## src/rtl/core/a85_pkg.sv

```systemverilog
// ----------------------------------------------------------------------------
// a85_pkg: shared types and constants for the ASCII85 stream decoder
// Character codes, the decoded word record and the padding multiplier table.
// ----------------------------------------------------------------------------
`default_nettype none

package a85_pkg;

    localparam logic [7:0] C_Z       = 8'h7A;  // 'z'
    localparam logic [7:0] C_TILDE   = 8'h7E;  // '~'
    localparam logic [7:0] C_FIRST   = 8'h21;  // '!'
    localparam logic [7:0] C_LASTDIG = 8'h75;  // 'u'
    localparam logic [7:0] C_SPACE   = 8'h20;
    localparam logic [7:0] C_DEL     = 8'h7F;

    localparam logic [31:0] BASE     = 32'd85;
    localparam logic [2:0]  GROUP    = 3'd5;
    localparam logic [2:0]  WORD_LEN = 3'd4;

    localparam logic KIND_TEXT = 1'b0;
    localparam logic KIND_END  = 1'b1;

    // One decoded word waiting to be sent out, byte by byte.
    typedef struct packed {
        logic [31:0] word;
        logic [2:0]  nbytes;  // 1 to 4
        logic        err;     // a single error result instead of bytes
    } t_burst;

    typedef struct packed {
        logic   push;
        t_burst rec;
    } t_push;

    // 85 to the power k, for k padding digits of 84. Padding k digits of 84
    // onto acc gives acc * 85^k + (85^k - 1).
    function automatic logic [31:0] pow85(input logic [2:0] k);
        logic [31:0] p;
        unique case (k)
            3'd1:    p = 32'd85;
            3'd2:    p = 32'd7225;
            3'd3:    p = 32'd614125;
            3'd4:    p = 32'd52200625;
            default: p = 32'd1;
        endcase
        return p;
    endfunction

endpackage

`default_nettype wire

```

## src/rtl/core/a85_if.sv

```systemverilog
// ----------------------------------------------------------------------------
// a85_if: stream channels of the ASCII85 decoder
// Valid/ready channels for encoded text words in and decoded result words out.
// ----------------------------------------------------------------------------
`default_nettype none

interface a85_in_if;
    logic       valid;
    logic       ready;
    logic       kind;
    logic [7:0] in_byte;

    modport source (output valid, output kind, output in_byte, input ready);
    modport sink   (input valid, input kind, input in_byte, output ready);
endinterface

interface a85_out_if;
    logic       valid;
    logic       ready;
    logic [7:0] out_byte;
    logic       byte_valid;
    logic       status;
    logic       last;

    modport source (output valid, output out_byte, output byte_valid,
                    output status, output last, input ready);
    modport sink   (input valid, input out_byte, input byte_valid,
                    input status, input last, output ready);
endinterface

`default_nettype wire

```

## src/rtl/core/a85_outq.sv

```systemverilog
// ----------------------------------------------------------------------------
// a85_outq: decoded word queue and byte serialiser
// Holds up to two decoded words and sends them out one byte per word handshake.
// ----------------------------------------------------------------------------
`default_nettype none

module a85_outq
    import a85_pkg::*;
(
    input  wire         i_clk,
    input  wire         i_rst_n,
    input  t_push       i_push,
    output logic        o_full,
    a85_out_if.source   o_out
);

    t_burst      r_mem [2];
    logic        r_wr_ptr, n_wr_ptr;
    logic        r_rd_ptr, n_rd_ptr;
    logic [1:0]  r_cnt, n_cnt;
    logic [1:0]  r_idx, n_idx;

    t_burst      head;
    logic        take;
    logic        pop;
    logic        is_last;
    logic [7:0]  sel_byte;

    assign head    = r_mem[r_rd_ptr];
    assign o_full  = (r_cnt == 2'd2);
    assign is_last = ({1'b0, r_idx} == (head.nbytes - 3'd1));
    assign take    = o_out.valid && o_out.ready;
    assign pop     = take && is_last;

    always_comb begin
        unique case (r_idx)
            2'd0:    sel_byte = head.word[31:24];
            2'd1:    sel_byte = head.word[23:16];
            2'd2:    sel_byte = head.word[15:8];
            default: sel_byte = head.word[7:0];
        endcase
    end

    assign o_out.valid      = (r_cnt != 2'd0);
    assign o_out.out_byte   = sel_byte;
    assign o_out.byte_valid = !head.err;
    assign o_out.status     = head.err;
    assign o_out.last       = is_last;

    always_comb begin
        n_wr_ptr = r_wr_ptr;
        n_rd_ptr = r_rd_ptr;
        n_cnt    = r_cnt;
        n_idx    = r_idx;
        if (i_push.push) begin
            n_wr_ptr = !r_wr_ptr;
        end
        if (pop) begin
            n_rd_ptr = !r_rd_ptr;
            n_idx    = 2'd0;
        end else if (take) begin
            n_idx = r_idx + 2'd1;
        end
        n_cnt = r_cnt + {1'b0, i_push.push} - {1'b0, pop};
    end

    always_ff @(posedge i_clk) begin
        if (i_push.push) begin
            r_mem[r_wr_ptr] <= i_push.rec;
        end
    end

    always_ff @(posedge i_clk) begin
        if (!i_rst_n) begin
            r_wr_ptr <= 1'b0;
            r_rd_ptr <= 1'b0;
            r_cnt    <= 2'd0;
            r_idx    <= 2'd0;
        end else begin
            r_wr_ptr <= n_wr_ptr;
            r_rd_ptr <= n_rd_ptr;
            r_cnt    <= n_cnt;
            r_idx    <= n_idx;
        end
    end

endmodule

`default_nettype wire

```

## src/rtl/core/ascii85_stream_decoder.sv

```systemverilog
// ----------------------------------------------------------------------------
// ascii85_stream_decoder: ASCII85 text to binary stream decoder
// Folds base-85 digits into 32-bit words and emits their bytes in order.
// ----------------------------------------------------------------------------
// Usage:
// i_in carries one text word per handshake (kind 0, in_byte) or an end word
// (kind 1) that flushes a partial group and returns the decoder to reset.
// o_out carries one result per handshake: a decoded byte, or a single error
// result (byte_valid 0, status 1). last marks the final result of an input.
// Each input word is decoded in the cycle it is accepted; when the queue is
// empty its first result is on o_out in the next cycle. A group of five
// digits, a 'z' or a flush gives up to four results, sent one per cycle
// while the receiver is ready, from a two-entry word queue.
// Input is taken every cycle while the queue has a free entry, so one input
// word per cycle is sustained while results average one per input; bursts of
// four bytes are limited by the one-byte-per-cycle output.
// The decode step is a single 32-bit multiply-add (by 85, or by the padding
// power of 85 on a flush) between the accumulator and the queue.
// Reset clears the accumulator, digit count, flags and queue.
// When the receiver stalls, results wait in the queue and i_in.ready falls
// once both entries are held.
// ----------------------------------------------------------------------------
`default_nettype none

module ascii85_stream_decoder
    import a85_pkg::*;
(
    input  wire         i_clk,
    input  wire         i_rst_n,
    a85_in_if.sink      i_in,
    a85_out_if.source   o_out
);

    logic [31:0] r_acc, n_acc;
    logic [2:0]  r_cnt, n_cnt;
    logic        r_term, n_term;
    logic        r_failed, n_failed;

    logic        q_full;
    logic        accept;
    t_push       push;
    logic [7:0]  c;
    logic [31:0] mul_m;
    logic [31:0] add_a;
    logic [31:0] prod_full;
    logic [31:0] prod;

    assign i_in.ready = !q_full;
    assign accept     = i_in.valid && i_in.ready;
    assign c          = i_in.in_byte;

    // Shared multiply-add: a digit step, or the padding of a partial group.
    always_comb begin
        if (i_in.kind == KIND_END) begin
            mul_m = pow85(GROUP - r_cnt);
            add_a = mul_m - 32'd1;
        end else begin
            mul_m = BASE;
            add_a = {24'd0, c - C_FIRST};
        end
    end

    // The accumulator wraps modulo 2^32, so only the low half is kept.
    assign prod_full = r_acc * mul_m;
    assign prod      = prod_full + add_a;

    always_comb begin
        n_acc    = r_acc;
        n_cnt    = r_cnt;
        n_term   = r_term;
        n_failed = r_failed;
        push     = '0;
        if (accept) begin
            priority if (i_in.kind == KIND_END) begin
                if (!r_failed && r_cnt >= 3'd2 && r_cnt <= WORD_LEN) begin
                    push.push       = 1'b1;
                    push.rec.word   = prod;
                    push.rec.nbytes = r_cnt - 3'd1;
                end
                n_acc    = '0;
                n_cnt    = '0;
                n_term   = 1'b0;
                n_failed = 1'b0;
            end else if (r_term || r_failed) begin
                // Bytes after the terminator or an error are dropped.
            end else if (c == C_Z && r_cnt == 3'd0) begin
                push.push       = 1'b1;
                push.rec.nbytes = WORD_LEN;
            end else if (c == C_TILDE) begin
                n_term = 1'b1;
            end else if (c <= C_SPACE || c == C_DEL) begin
                // Whitespace is skipped.
            end else if (c > C_LASTDIG) begin
                n_failed        = 1'b1;
                push.push       = 1'b1;
                push.rec.nbytes = 3'd1;
                push.rec.err    = 1'b1;
            end else begin
                if (r_cnt == WORD_LEN) begin
                    push.push       = 1'b1;
                    push.rec.word   = prod;
                    push.rec.nbytes = WORD_LEN;
                    n_acc           = '0;
                    n_cnt           = '0;
                end else begin
                    n_acc = prod;
                    n_cnt = r_cnt + 3'd1;
                end
            end
        end
    end

    always_ff @(posedge i_clk) begin
        if (!i_rst_n) begin
            r_acc    <= '0;
            r_cnt    <= '0;
            r_term   <= 1'b0;
            r_failed <= 1'b0;
        end else begin
            r_acc    <= n_acc;
            r_cnt    <= n_cnt;
            r_term   <= n_term;
            r_failed <= n_failed;
        end
    end

    a85_outq u_outq (
        .i_clk   (i_clk),
        .i_rst_n (i_rst_n),
        .i_push  (push),
        .o_full  (q_full),
        .o_out   (o_out)
    );

`ifndef SYNTHESIS
    a_end_clears: assert property (@(posedge i_clk) disable iff (!i_rst_n)
        accept && i_in.kind == KIND_END
        |=> r_cnt == 3'd0 && !r_term && !r_failed && r_acc == 32'd0)
        else $error("end of stream did not return the decoder to reset");

    a_failed_sticky: assert property (@(posedge i_clk) disable iff (!i_rst_n)
        r_failed && !(accept && i_in.kind == KIND_END) |=> r_failed)
        else $error("error state left without an end of stream");

    a_digit_range: assert property (@(posedge i_clk) disable iff (!i_rst_n)
        accept && push.push && push.rec.err |=> r_failed && r_cnt == $past(r_cnt))
        else $error("error result without the error state");

    a_error_single: assert property (@(posedge i_clk) disable iff (!i_rst_n)
        o_out.valid && o_out.status |-> o_out.last && !o_out.byte_valid)
        else $error("error result not a lone final result");
`endif

endmodule

`default_nettype wire
```

## src/flat_wrapper.sv

```systemverilog
// flat-port wrapper written by rule: the top's interface ports become plain ports
module ascii85_stream_decoder_flat import a85_pkg::*;
  (i_clk, i_rst_n, i_in_valid, i_in_kind, i_in_in_byte, i_in_ready, o_out_valid, o_out_out_byte, o_out_byte_valid, o_out_status, o_out_last, o_out_ready);
  a85_in_if i_in_i ();
  a85_out_if o_out_i ();
  input  wire i_clk;
  input  wire i_rst_n;
  input wire logic [$bits(i_in_i.valid)-1:0] i_in_valid;
  input wire logic [$bits(i_in_i.kind)-1:0] i_in_kind;
  input wire logic [$bits(i_in_i.in_byte)-1:0] i_in_in_byte;
  output wire logic [$bits(i_in_i.ready)-1:0] i_in_ready;
  output wire logic [$bits(o_out_i.valid)-1:0] o_out_valid;
  output wire logic [$bits(o_out_i.out_byte)-1:0] o_out_out_byte;
  output wire logic [$bits(o_out_i.byte_valid)-1:0] o_out_byte_valid;
  output wire logic [$bits(o_out_i.status)-1:0] o_out_status;
  output wire logic [$bits(o_out_i.last)-1:0] o_out_last;
  input wire logic [$bits(o_out_i.ready)-1:0] o_out_ready;
  assign i_in_i.valid = i_in_valid;
  assign i_in_i.kind = i_in_kind;
  assign i_in_i.in_byte = i_in_in_byte;
  assign i_in_ready = i_in_i.ready;
  assign o_out_valid = o_out_i.valid;
  assign o_out_out_byte = o_out_i.out_byte;
  assign o_out_byte_valid = o_out_i.byte_valid;
  assign o_out_status = o_out_i.status;
  assign o_out_last = o_out_i.last;
  assign o_out_i.ready = o_out_ready;
  ascii85_stream_decoder u_core (.i_clk(i_clk), .i_rst_n(i_rst_n), .i_in(i_in_i), .o_out(o_out_i));
endmodule
```

## config.mk

```make
export PLATFORM = sky130hd
export DESIGN_NAME = ascii85_stream_decoder_flat
export DESIGN_NICKNAME = d
export VERILOG_FILES = /design/src/rtl/core/a85_pkg.sv /design/src/rtl/core/a85_if.sv /design/src/rtl/core/a85_outq.sv /design/src/rtl/core/ascii85_stream_decoder.sv /design/src/flat_wrapper.sv
export SDC_FILE = /design/constraint.sdc
export NUM_CORES = 1
export LEC_CHECK = 0
export ABC_AREA = 0
export BUFFER_PORTS_ARGS = -buffer_cell sky130_fd_sc_hd__buf_2
export CORE_MARGIN = 5
export CORE_UTILIZATION = 41
export CTS_BUF_LIST = sky130_fd_sc_hd__clkbuf_2 sky130_fd_sc_hd__clkbuf_4 sky130_fd_sc_hd__clkbuf_8
export CTS_CLUSTER_DIAMETER = 50
export DETAILED_ROUTE_END_ITERATION = 10
export PLACE_DENSITY = 0.7
export SYNTH_ARGS = -nofsm -noshare
export SYNTH_HDL_FRONTEND = slang
export SYNTH_SLANG_ARGS = --single-unit
```

## constraint.sdc

```tcl
create_clock -name i_clk -period 8.9 [get_ports i_clk]
set_input_delay 1.78 -clock i_clk [delete_from_list [all_inputs] [get_ports i_clk]]
set_output_delay 1.78 -clock i_clk [all_outputs]
set_load 0.02 [all_outputs]
```

==> flow_summary.ini <==
[route]
drtAntennaViolNets = 0
routed_wirelength_um = 50500
drt_iter0_drc = 1062
drc = 0
post_drt_wl_per_cell_um = 19.9
dr.pass1.iters = 7
vias = 13200
viasPerCell = 5.18

[clock_network]
hold_buffers = 0
cts_resized = 0
cts_sinks = 116
clk_pin_slew_worst_paths_ns = 0.08
cts_tree = yes
insertion_delay_ns = 0.43
root_buffer = clkbuf_8
htreeDepth = 4
post_cts_buffers = 0
clock_path_buffers = 2
cts-buffers-inserted = 17

[timing]
worst_slew_pin_slew_ns = 1.05
maxSlewViolCount = 0
period_needed_ns = 8.66
clock_skew_ns = 0.0211
setup_violations = 0
rsz0062_at_grt = false
timing.final.ws_setup_ns = 0.245
setup_tns_ns = 0
clock.fmax_ghz = 0.116
slew_headroom = 0.299
final-hold-violation-count = 0
min_period_over_period = 0.972

[critical_path]
start_kind = primary input
critPathMostFrequentCell = fa_1
max_stage_delay_ns = 0.55
endpoint = u_core.u_outq.r_mem[0][35]
cp.arrival_ns = 8.92
critical_path_class = in2reg
cp_max_fo = 7
crit_path_end_kind = flop
r2r_end = u_core.u_outq.r_mem[0][35]
startpoint = i_in_kind
timing.rr.start = u_core.r_cnt[1]
r2r_cells = 29
regToRegSetupSlack_ns = 0.52
worst_path_max_delay_cell = fa_1
cp.required_ns = 9.16

[global_route]
grt.total_usage = 0.207
grt_overflow = 0
grt_pass1_wl_um = 80100
grt_max_degree = 51
grt_pass1_vias = 14100
antenna_found_initial = 0

[layout]
drive_gt1_frac = 0.105
syn_to_final_growth_pct = 9.98
nNetsFinal = 2478
post-route-util = 0.456
antenna_cells = 0

[yosys]
syn-cell-area_um2 = 18300
synth_fa_ha_area_frac = 0.479
synth_compound_area_frac = 0.0744
ys_ff_latch = 116
syn_avg_cell_area_um2 = 9.88
yosysSeqAreaShare = 0.166
synth_ff_type = edfxtp_1
synth_cell_types = 73
synth_cells = 1851
synth_async_sr_flop_share = 0
synth_top_family_by_area = adder cells
netlist.area_leader.share = 0.315
synth_top_cell_by_area = fa_1
synth_edf_count = 72
synth_area_leaders = fa_1, ha_1, edfxtp_1
synthMuxAreaShare = 0.0138
synth_simple_gate_area_frac = 0.107
synth_xor_area_frac = 0.0500
yosysWarnings = 0
synthesis.nets = 2391

[floorplanning]
start_util = 0.414
io_pins = 26
die-height_um = 221
num_rows = 77
core_area_um2 = 44100
die_w_um = 221
design.die.area_um2 = 48900

[run_status]
status = completed

[placed_design]
gp_congestion = 0.952
place_ws_ns = -0.224
place_hpwl_um = 43100
io_buffers = 25

[power_and_ir_drop]
vdd_drop_max_mv = 0.0807
leakagePower_nw = 10.7
p_total_w = 0.00124
power.density_nw_per_um2 = 61.7

[min_path]
hp-class = reg2reg

[flow_run]
cap_viol_max_count = 0
worst max-delay path, delay by kind of cell:
family | cells | cell delay [ns]
XOR/XNOR | 1 | 0.29
adder cells (fa/ha/maj) | 9 | 4.35
AO/OA/AOI/OAI | 4 | 0.79
buffers and inverters | 9 | 0.68
AND/OR/NAND/NOR | 6 | 1.02
cells in the final DEF (no fill, tap or decap), drive strengths merged, types with 4 or more instances in the layout:
| master | Yosys | layout |
|---|---|---|
| clkbuf | 48 | 17 |
| a21oi | 39 | 39 |
| a21boi | 7 | 7 |
| a222oi | 16 | 16 |
| a22oi | 28 | 28 |
| nor3b | 4 | 4 |
| o21a | 5 | 5 |
| inv | 459 | 465 |
| buf | 14 | 130 |
| mux4 | 8 | 8 |
| a211oi | 5 | 5 |
| clkinv | 0 | 7 |
| a21o | 17 | 17 |
| nor2b | 51 | 51 |
| ha | 239 | 239 |
| dfxtp | 44 | 44 |
| mux2i | 6 | 6 |
| o211ai | 7 | 7 |
| and2 | 82 | 82 |
| and3 | 7 | 7 |
| o21bai | 8 | 8 |
| nor2 | 58 | 58 |
| xor2 | 34 | 34 |
| o21ai | 24 | 24 |
| nor3 | 14 | 14 |
| nand2 | 120 | 120 |
| fa | 288 | 288 |
| edfxtp | 72 | 72 |
| xnor2 | 66 | 66 |
| or2 | 9 | 9 |
| nand3 | 22 | 22 |
| nand2b | 4 | 4 |
per-layer routing:
layer / GRT usage / part of all wire / up-vias
li1: - / - / 6004
met1: 0.284 / 0.43 / 6628
met2: 0.343 / 0.48 / 449
met3: 0.0341 / 0.062 / 83
met4: 0.0540 / 0.028 / 0
met5: 0 / 0 / -
where the power goes:
part / internal (W) / switching, W / total (W)
clock network: 0.000228 / 0.000238 / 0.000466
logic: 0.0000721 / 0.000119 / 0.000191
registers: 0.000575 / 0.00000883 / 0.000584
synth_stat cells (34+ instances only):
cell type    n
fa_1       288
dfxtp_1     44
a21oi_1     39
clkbuf_1    48
nand2_1    120
xor2_1      34
edfxtp_1    72
nor2_1      58
nor2b_1     51
xnor2_1     64
ha_1       239
and2_1      81
inv_1      457
cells by family (layout without fill, tap and decap cells):
group           Yosys count  in the layout
compound gates          188            188
xor+xnor                101            101
fa+ha+maj               527            527
buf+inv                 521            621
flops                   116            116
mux                      15             15
simple gates            383            383
area by class of cell:
class / count / area (µm²)
multi-input cells: 1214 / 13300
well taps: 592 / 741
fillers: 4196 / 24000
inverters: 459 / 1730
clock inverters: 15 / 146
repair buffers: 130 / 942
clock buffers: 17 / 234
flip-flops and latches: 116 / 3040
state kept, by name, indices dropped and copies added, names as in the netlist, named ones only:
register	count
u_core.u_outq.r_wr_ptr	1
u_core.r_failed	1
u_core.r_term	1
u_core.u_outq.r_rd_ptr	1
u_core.u_outq.r_mem	72
u_core.r_acc	32
u_core.r_cnt	3
u_core.u_outq.r_cnt	2
u_core.u_outq.r_idx	2
how the worst min path moves through the flow:
stage | slack [ns] | end | cells after the start | startpoint
after floorplan | 0.46 | u_core.r_term | 2 | u_core.r_term
after global placement | 0.48 | u_core.r_term | 2 | u_core.r_term
after detailed placement | 0.52 | u_core.r_term | 2 | u_core.r_term
after CTS | 0.54 | u_core.r_term | 2 | u_core.r_term
after global routing | 0.58 | u_core.r_failed | 2 | u_core.r_failed
final | 0.54 | u_core.r_term | 2 | u_core.r_term
stage by stage:
step | cell area (µm²) | instances | hold WS (ns)
6_report | 20100 | 2543 | 0.538
3_5_place_dp | 19700 | 2511 | 0.519
4_1_cts | 20100 | 2543 | 0.541
2_1_floorplan | 18300 | 1851 | 0.461
5_1_grt | 20100 | 2543 | 0.581
3_3_place_gp | 19700 | 2511 | 0.483
Note: power is estimated with default switching activity, not from simulation.
